==> src/hdl/rva_pkg.sv <==
// Package for the RGB vibrance adjuster: request types, widths and divider constants.
`timescale 1ns / 1ps

package rva_pkg;

    localparam int CH_W        = 8;   // one colour channel
    localparam int SPREAD_W    = 9;   // 3*max - sum, 0..510
    localparam int M_W         = 17;  // (max - c) * spread, up to 130050
    localparam int N_W         = 24;  // times |strength|, up to 16646400
    localparam int RECIP_W     = 25;
    localparam int PROD_W      = N_W + RECIP_W;
    localparam int RECIP_SHIFT = 40;
    localparam int Q_W         = 9;   // quotient, up to 435
    localparam int SUM_W       = 11;  // signed channel plus delta
    localparam int NUM_CH      = 3;

    // floor(n / 38250) == (n * RECIP) >> 40 for every n below 2**24
    localparam logic [RECIP_W-1:0] RECIP = 25'd28745403;
    localparam logic [Q_W-1:0]     Q_MAX = 9'd435;

    localparam int PADDR_W = 3;
    localparam logic REG_STRENGTH = 1'b0;

    typedef struct packed {
        logic [CH_W-1:0] red_in;
        logic [CH_W-1:0] green_in;
        logic [CH_W-1:0] blue_in;
        logic            last_in;
    } pix_in_t;

    typedef struct packed {
        logic [CH_W-1:0] red_out;
        logic [CH_W-1:0] green_out;
        logic [CH_W-1:0] blue_out;
        logic            last_out;
    } pix_out_t;

endpackage

==> src/hdl/rgb_vibrance_adjust.sv <==
// Vibrance adjustment of an RGB888 pixel stream, five-stage pipeline with APB strength register.
// Throughput: one pixel per cycle while res is not stalled; every stage holds its own valid bit and a bubble
// closes up while the output is stalled.
// Reset: rst_n clears all valid bits and sets strength to zero; pixel data is not reset.
`timescale 1ns / 1ps

module rgb_vibrance_adjust
(
    input  logic                           clk,
    input  logic                           rst_n,

    input  logic                           pix_valid,
    output logic                           pix_stall,
    input  rva_pkg::pix_in_t               pix,

    output logic                           res_valid,
    input  logic                           res_stall,
    output rva_pkg::pix_out_t              res,

    input  logic                           psel,
    input  logic                           penable,
    input  logic                           pwrite,
    input  logic [rva_pkg::PADDR_W-1:0]    paddr,
    input  logic [31:0]                    pwdata,
    output logic [31:0]                    prdata,
    output logic                           pready
);

    logic [rva_pkg::CH_W-1:0]     strength_reg;

    logic v1_reg, v2_reg, v3_reg, v4_reg, v5_reg;
    logic adv1, adv2, adv3, adv4, adv5;

    logic [rva_pkg::CH_W-1:0]     c1_reg [rva_pkg::NUM_CH];
    logic [rva_pkg::CH_W-1:0]     d1_reg [rva_pkg::NUM_CH];
    logic [rva_pkg::SPREAD_W-1:0] spread1_reg;
    logic                         last1_reg;

    logic [rva_pkg::CH_W-1:0]     c2_reg [rva_pkg::NUM_CH];
    logic [rva_pkg::M_W-1:0]      m2_reg [rva_pkg::NUM_CH];
    logic                         last2_reg;

    logic [rva_pkg::CH_W-1:0]     c3_reg [rva_pkg::NUM_CH];
    logic [rva_pkg::N_W-1:0]      n3_reg [rva_pkg::NUM_CH];
    logic                         neg3_reg;
    logic                         last3_reg;

    logic [rva_pkg::CH_W-1:0]     c4_reg [rva_pkg::NUM_CH];
    logic [rva_pkg::Q_W-1:0]      q4_reg [rva_pkg::NUM_CH];
    logic                         neg4_reg;
    logic                         last4_reg;

    rva_pkg::pix_out_t            res_reg;

    logic [rva_pkg::CH_W-1:0]     c1_next [rva_pkg::NUM_CH];
    logic [rva_pkg::CH_W-1:0]     d1_next [rva_pkg::NUM_CH];
    logic [rva_pkg::SPREAD_W-1:0] spread1_next;
    logic [rva_pkg::M_W-1:0]      m2_next [rva_pkg::NUM_CH];
    logic [rva_pkg::N_W-1:0]      n3_next [rva_pkg::NUM_CH];
    logic [rva_pkg::Q_W-1:0]      q4_next [rva_pkg::NUM_CH];
    logic [rva_pkg::CH_W-1:0]     o5_next [rva_pkg::NUM_CH];
    rva_pkg::pix_out_t            res_next;

    logic [rva_pkg::CH_W-1:0]     mx;
    logic [rva_pkg::SPREAD_W:0]   mx3;
    logic [rva_pkg::SPREAD_W:0]   csum;
    logic [rva_pkg::SPREAD_W:0]   spread_w;
    logic [rva_pkg::CH_W-1:0]     s_mag;
    logic [rva_pkg::PROD_W-1:0]   prod [rva_pkg::NUM_CH];
    logic signed [rva_pkg::SUM_W-1:0] vsum [rva_pkg::NUM_CH];

    logic                         cfg_wr;

    // ---- configuration ----
    assign pready = 1'b1;
    assign cfg_wr = psel && penable && pwrite && (paddr[2] == rva_pkg::REG_STRENGTH);

    always_ff @(posedge clk or negedge rst_n)
    begin
        if (!rst_n)
        begin
            strength_reg <= '0;
        end
        else if (cfg_wr)
        begin
            strength_reg <= pwdata[rva_pkg::CH_W-1:0];
        end
    end

    always_comb
    begin
        if (paddr[2] == rva_pkg::REG_STRENGTH)
        begin
            prdata = {{(32-rva_pkg::CH_W){strength_reg[rva_pkg::CH_W-1]}}, strength_reg};
        end
        else
        begin
            prdata = '0;
        end
    end

    // ---- flow control ----
    assign adv5      = !v5_reg || !res_stall;
    assign adv4      = !v4_reg || adv5;
    assign adv3      = !v3_reg || adv4;
    assign adv2      = !v2_reg || adv3;
    assign adv1      = !v1_reg || adv2;
    assign pix_stall = !adv1;
    assign res_valid = v5_reg;
    assign res       = res_reg;

    always_ff @(posedge clk or negedge rst_n)
    begin
        if (!rst_n)
        begin
            v1_reg <= 1'b0;
            v2_reg <= 1'b0;
            v3_reg <= 1'b0;
            v4_reg <= 1'b0;
            v5_reg <= 1'b0;
        end
        else
        begin
            if (adv1) v1_reg <= pix_valid;
            if (adv2) v2_reg <= v1_reg;
            if (adv3) v3_reg <= v2_reg;
            if (adv4) v4_reg <= v3_reg;
            if (adv5) v5_reg <= v4_reg;
        end
    end

    // ---- stage 1: max, differences, spread ----
    always_comb
    begin
        c1_next[0] = pix.red_in;
        c1_next[1] = pix.green_in;
        c1_next[2] = pix.blue_in;
        mx = c1_next[0];
        if (c1_next[1] > mx) mx = c1_next[1];
        if (c1_next[2] > mx) mx = c1_next[2];
        mx3  = ({2'b00, mx} << 1) + {2'b00, mx};
        csum = {2'b00, c1_next[0]} + {2'b00, c1_next[1]} + {2'b00, c1_next[2]};
        spread_w = mx3 - csum;
        spread1_next = spread_w[rva_pkg::SPREAD_W-1:0];
        for (int i = 0; i < rva_pkg::NUM_CH; i++)
        begin
            d1_next[i] = mx - c1_next[i];
        end
    end

    // ---- stage 2: (max - c) * spread ----
    always_comb
    begin
        for (int i = 0; i < rva_pkg::NUM_CH; i++)
        begin
            m2_next[i] = {1'b0, d1_reg[i]} * {{(rva_pkg::M_W-rva_pkg::SPREAD_W){1'b0}}, spread1_reg};
        end
    end

    // ---- stage 3: times |strength| ----
    always_comb
    begin
        s_mag = strength_reg[rva_pkg::CH_W-1] ? (~strength_reg + 8'd1) : strength_reg;
        for (int i = 0; i < rva_pkg::NUM_CH; i++)
        begin
            n3_next[i] = rva_pkg::N_W'({m2_reg[i], 8'd0} >> 8) * rva_pkg::N_W'(s_mag);
        end
    end

    // ---- stage 4: divide by 38250 through the reciprocal ----
    always_comb
    begin
        for (int i = 0; i < rva_pkg::NUM_CH; i++)
        begin
            prod[i]    = {{rva_pkg::RECIP_W{1'b0}}, n3_reg[i]}
                       * {{rva_pkg::N_W{1'b0}}, rva_pkg::RECIP};
            q4_next[i] = prod[i][rva_pkg::RECIP_SHIFT +: rva_pkg::Q_W];
        end
    end

    // ---- stage 5: apply sign, add and clamp ----
    always_comb
    begin
        for (int i = 0; i < rva_pkg::NUM_CH; i++)
        begin
            if (neg4_reg)
            begin
                vsum[i] = $signed({3'b000, c4_reg[i]}) + $signed({2'b00, q4_reg[i]});
            end
            else
            begin
                vsum[i] = $signed({3'b000, c4_reg[i]}) - $signed({2'b00, q4_reg[i]});
            end
            priority if (vsum[i] < 0)
            begin
                o5_next[i] = '0;
            end
            else if (vsum[i] > 255)
            begin
                o5_next[i] = '1;
            end
            else
            begin
                o5_next[i] = vsum[i][rva_pkg::CH_W-1:0];
            end
        end
        res_next.red_out   = o5_next[0];
        res_next.green_out = o5_next[1];
        res_next.blue_out  = o5_next[2];
        res_next.last_out  = last4_reg;
    end

    // ---- payload registers ----
    always_ff @(posedge clk)
    begin
        if (adv1 && pix_valid)
        begin
            c1_reg      <= c1_next;
            d1_reg      <= d1_next;
            spread1_reg <= spread1_next;
            last1_reg   <= pix.last_in;
        end
        if (adv2 && v1_reg)
        begin
            c2_reg    <= c1_reg;
            m2_reg    <= m2_next;
            last2_reg <= last1_reg;
        end
        if (adv3 && v2_reg)
        begin
            c3_reg    <= c2_reg;
            n3_reg    <= n3_next;
            neg3_reg  <= strength_reg[rva_pkg::CH_W-1];
            last3_reg <= last2_reg;
        end
        if (adv4 && v3_reg)
        begin
            c4_reg    <= c3_reg;
            q4_reg    <= q4_next;
            neg4_reg  <= neg3_reg;
            last4_reg <= last3_reg;
        end
        if (adv5 && v4_reg)
        begin
            res_reg <= res_next;
        end
    end

    // ---- assertions ----
    a_max_has_zero_diff: assert property (@(posedge clk) disable iff (!rst_n)
        v1_reg |-> (d1_reg[0] == '0 || d1_reg[1] == '0 || d1_reg[2] == '0))
        else $error("no channel equals the maximum");

    a_spread_is_diff_sum: assert property (@(posedge clk) disable iff (!rst_n)
        v1_reg |-> ({1'b0, spread1_reg} ==
                    ({2'b00, d1_reg[0]} + {2'b00, d1_reg[1]} + {2'b00, d1_reg[2]})))
        else $error("spread disagrees with channel differences");

    a_quotient_bound: assert property (@(posedge clk) disable iff (!rst_n)
        v4_reg |-> (q4_reg[0] <= rva_pkg::Q_MAX && q4_reg[1] <= rva_pkg::Q_MAX
                    && q4_reg[2] <= rva_pkg::Q_MAX))
        else $error("reciprocal divide out of range");

endmodule

==> config.mk <==
export PLATFORM = sky130hd
export DESIGN_NAME = rgb_vibrance_adjust
export DESIGN_NICKNAME = d
export VERILOG_FILES = /design/src/hdl/rva_pkg.sv /design/src/hdl/rgb_vibrance_adjust.sv
export SDC_FILE = /design/constraint.sdc
export NUM_CORES = 2
export LEC_CHECK = 0
export BUFFER_PORTS_ARGS = -buffer_cell sky130_fd_sc_hd__buf_2
export CAP_MARGIN = 30
export CORE_MARGIN = 2
export CORE_UTILIZATION = 40
export DETAILED_ROUTE_END_ITERATION = 10
export PLACE_DENSITY_LB_ADDON = 0.15
export SYNTH_ARGS = -nofsm -noshare
export SYNTH_HDL_FRONTEND = slang
export SYNTH_SLANG_ARGS = --single-unit
==> constraint.sdc <==
create_clock -name clk -period 8 [get_ports clk]
set_clock_uncertainty 0.2 [all_clocks]
set_input_delay 2 -clock clk [delete_from_list [all_inputs] [get_ports clk]]
set_output_delay 2 -clock clk [all_outputs]
set_load 0.1 [all_outputs]
[Word level (Yosys, flattened, before mapping)]
Cells that the tools add are included.
Storage, ports and cells
  word-level logic and storage cells: 104
  output and inout bits: 60
  register bits: 323
  bits of input ports: 67
Operators by class
  add/subtract/negate cells: 14
  reductions and logical operators: 20
  $mul: 9
  bitwise logic cells: 2
  muxes and demuxes: 10
  magnitude comparators: 8
Operators with widths (number)
  multiplier 24 x 25 -> 49 bit, second input constant: 3
  multiplier 17 x 8 -> 24 bit: 3
  multiplier 8 x 9 -> 17 bit: 3
  two-way mux 8 bit: 6
  greater-than comparator 11 x 9 -> 1 bit, second input constant: 3
  < comparator 11 x 1 -> 1 bit, second input constant: 3
  two-way mux 11 bit: 3
  two-way mux 32 bit: 1
  adder 8 x 9 -> 10 bit: 3
  subtractor 8 x 9 -> 10 bit: 3
  subtractor 8 bit: 3
  adder 9 x 8 -> 9 bit: 2
  greater-than comparator 8 bit: 2
  adder 8 x 8 -> 9 bit: 1
  subtractor 9 bit: 1
  adder 8 x 1 -> 8 bit, second input constant: 1
  logical AND 1 bit: 8
  inverter 8 bit: 1
  zero test 1 bit: 7
  logical OR 1 bit: 5
  inverter 1 bit: 1

[Logic depth before layout (Yosys ltp)]
  word-level depth: 7
  mapped depth: 32
  gate-level depth less buffers: 30

[Worst setup path after synthesis]
OpenSTA, ideal clock, no wires.
  path type: input port to flip-flop
  start point: input port pix[18] (netlist name)
  end point: register spread1_reg[8] (netlist name) (data pin)
  slack: -0.121 ns
  library setup time: 0.269 ns
  path buffers: 2
  stages: 30
  data arrival time: 7.651 ns
  cell sequence: inv_1 > ha_1 > nor2b_1 > o21a_1 > o21ai_1 > a21oi_1 > o22a_1 > clkbuf_1 > nor2_1 > a21oi_1 > ha_1 > nand3_1 > o22ai_1 > nor2_1 > o21ai_0 > nand2_1 > clkbuf_1 > a21oi_1 > fa_1 > fa_1 > ha_1 > a21o_1 > a21oi_1 > o21bai_1 > a21oi_1 > nor2b_1 > o21ai_0 > nand2b_1 > xnor2_1 > xnor2_1
On the way
  cells in the longest elaborated chain, start to end: 6
Ends and longest elaborated chain
  start: declaration: RTL line rgb_vibrance_adjust.sv:14  | input rva_pkg::pix_in_t pix,
  greater-than comparator 8 bit: RTL line rgb_vibrance_adjust.sv:139  | if (c1_next[1] > mx) mx = c1_next[1];
  two-way mux 8 bit: RTL line rgb_vibrance_adjust.sv:139
  greater-than comparator 8 bit: RTL line rgb_vibrance_adjust.sv:140  | if (c1_next[2] > mx) mx = c1_next[2];
  two-way mux 8 bit: RTL line rgb_vibrance_adjust.sv:140
  adder 9 x 8 -> 9 bit: RTL line rgb_vibrance_adjust.sv:141  | mx3 = ({2'b00, mx} << 1) + {2'b00, mx};
  subtractor 9 bit *: RTL line rgb_vibrance_adjust.sv:143  | spread_w = mx3 - csum;
  net spread_w (one bit): RTL line rgb_vibrance_adjust.sv:67  | logic [rva_pkg::SPREAD_W:0] spread_w;
  end signal: assignment: RTL line rgb_vibrance_adjust.sv:220  | spread1_reg <= spread1_next;
  end: declaration: RTL line rgb_vibrance_adjust.sv:36  | logic [rva_pkg::SPREAD_W-1:0] spread1_reg;
The timed path passes the listed nets; every way through them passes the cells marked *.
A chain may end at the register's enable or synchronous reset.

==> results_dict.tcl <==
set metrics [dict create \
    antennaDiodeCount 0 \
    drt_pass1_iterations 5 \
    hold_class "register to register" \
    cp_slowest_cell "edfxtp_1" \
    die_x_microns 407 \
    clk_root_buffer_cell "clkbuf_16" \
    gr-usage-all-layers_pct 20.0 \
    n_fill_cell 15500 \
    ant_nets 0 \
    synth_top_area_cell "fa_1" \
    gp_congestion 0.917 \
    cp_common_cell "fa_1" \
    ioPinCount 127 \
    areaGrowthSynthToFinish_pct 8.16 \
    timing.final.ws_setup_ns 0.382 \
    grt.busiest_layer "met2" \
    drt-initial-drc-count 2125 \
    worstMarginPinSlew_ns 1.00 \
    layout_common_cells "inv_1, fa_1, ha_1, nand2_1, and2_1" \
    cts_tree "built" \
    fin_cells 8605 \
    gr-usage-met1_pct 28.0 \
    cts_max_path_buffers 3 \
    syn_area_sq_mm 0.0650 \
    max_freq_ghz 0.131 \
    ys_seq_area_share_pct 14.8 \
    synth_top_cell_area_share_pct 39.2 \
    hpwl_microns 140000 \
    max_cap_viol_count 0 \
    antenna_found_initial 0 \
    outcome "complete, no violations" \
    seq_area_sq_mm 0.00964 \
    path_delay_family "adder cells" \
    critPathLaunchType "register" \
    remaining_drc_errors 0 \
    fin_setup_tns_ns 0 \
    setup_viol 0 \
    via_per_inst 4.77 \
    largest_register_ffs 72 \
    grt_max_degree 59 \
    slowest_delay_ns 0.56 \
    critPathBufInv 6 \
    slew_headroom_pct 33.0 \
    hold_buffers 0 \
    routedWlPerCell_microns 18.4 \
    crit_chain "ha_1 -> inv_1 -> fa_1 -> fa_1 -> inv_1 -> fa_1 -> fa_1 -> fa_1 -> inv_1 -> fa_1 -> inv_1 -> ha_1 -> nand4_1 -> nor2_1 -> nand4_1 -> a311oi_1 -> nor3b_1 -> buf_4 -> o31a_1 -> a2111oi_0 -> buf_4 -> nor2_1 -> xnor2_1" \
    critical_path_class "register to register" \
    grt_use_met3_pct 1.63 \
    rows 147 \
    arrival_ns 7.77 \
    die_y_microns 407 \
    hold_violations 0 \
    period_share_pct 95.2 \
    maxSlewViolCount 0 \
    cp.required_ns 8.15 \
    layout.nets 8730 \
    synth_edf_count 310 \
    dieArea_sq_mm 0.166 \
    clkTransAtPathRegs_ns 0.06 \
    synthCells 6240 \
    synth.top_cells.by_area "fa_1, ha_1, edfxtp_1, inv_1, and2_1" \
    core_sq_mm 0.161 \
    async_flop_share_pct 4.02 \
    portBuffers 99 \
    initial_core_util_pct 40.4 \
    dr_total_vias 41000 \
    clk_latency_ns 0.60 \
    grtUsageMet2_pct 34.1 \
    dp.cells 8528 \
    multi_input_area_sq_mm 0.0484 \
    synthDistinctLibCells 72 \
    min_period_ns 7.62 \
    cts_buffers 41 \
    syn_area_per_cell_sq_um 10.4 \
    dp_slack_ns 0.0769 \
    holdWs_ns 0.216 \
    layout-drive-gt1-share_pct 5.28 \
    synth_seq_cells 323 \
    clock_sinks 323 \
    grt_pass1_vias 44900 \
    grt_overflow 0 \
    grt_pass1_wl_microns 255000 \
    cts_max_level 2 \
    rsz0062_at_grt "false" \
    ys.flop_type "edfxtp_1" \
    setup.worst_path.end_class "register" \
    syn_nets 8557 \
    layout_commonest_cell "inv_1" \
    drt_wl_total_microns 159000 \
    ys_warn_count 0 \
    cp_max_fo 5 \
]
synth_stat cells, types with 16 or more instances:
master and number:
o21bai_1 25, edfxtp_1 310, and2_1 324, a21o_1 73, a211oi_1 18, buf_4 25
xnor2_1 130, a22oi_1 16, nor2b_1 35, nor2_1 118, o21a_1 29, nor3_1 31
o21ai_1 53, ha_1 979, inv_1 1756, nand2b_1 31, nand2_1 391, clkbuf_1 79
a21boi_1 16, a21oi_1 164, fa_1 1271, nand4_1 21, o21ai_0 62, xor2_1 48
and3_1 18, nand3_1 34
final timing paths:
check / from / to / slack (ns) / cells after the start
max: n3_reg[35] / q4_reg[15] / 0.38 / 23
min: c1_reg[7] / c2_reg[7] / 0.22 / 0
max reg2reg: n3_reg[35] / q4_reg[15] / 0.38 / 23
min reg2reg: c1_reg[7] / c2_reg[7] / 0.22 / 0
max in group asynchronous: rst_n / strength_reg[0] / 6.27 / 1
min in group asynchronous: rst_n / strength_reg[2] / 1.08 / 1
stage by stage:
step | cell area [sq um] | util [%]
after floorplan | 65000 | -
after global placement | 68800 | 42.7
after detailed placement | 68800 | 42.7
after CTS | 70200 | 43.6
after global routing | 70300 | 43.7
final | 70300 | 43.7
worst reg2reg max path, delay by kind of cell, from the launching register on:
kind / cells / cell delay (ns)
buffers and inverters: 6 / 0.66
XOR/XNOR: 1 / 0.12
AND/OR/NAND/NOR: 5 / 0.88
AO/OA/AOI/OAI: 3 / 1.14
adder cells (fa/ha/maj): 8 / 3.79
flip-flops: 1 / 0.56
layout make-up:
class                      count  area share, %
inverter                    1758           9.39
clock inverter                26          0.523
sequential                   323           13.7
tap                         2160           3.85
timing repair buffer         237           2.21
multi-input combinational   4052           68.8
clock buffer                  49           1.53
what timing repair did:
item / in CTS / in global routing
setup endpoints to repair: 0 / 4
resized for setup: 0 / 3
setup buffers: 0 / 0
metal layers:
layer,part of all wire [%],vias to the layer above,routed length [microns]
met5,0,-,0
met4,1.9,0,3030
met3,3.1,107,4970
met2,49,558,77100
met1,46,20900,73400
li1,-,19500,-
logic make-up after synthesis:
kind of cell,after synthesis,synth area share [%]
flops,323,14.8
xor+xnor,178,2.40
other cells,1,0.00577
simple gates,1058,8.19
compound gates,550,5.41
buf+inv,1865,10.9
fa+ha+maj,2250,58.0
mux,15,0.250
Power is not shown: default switching activity piles up to over one toggle a cycle in this logic, so the estimate is an artifact.
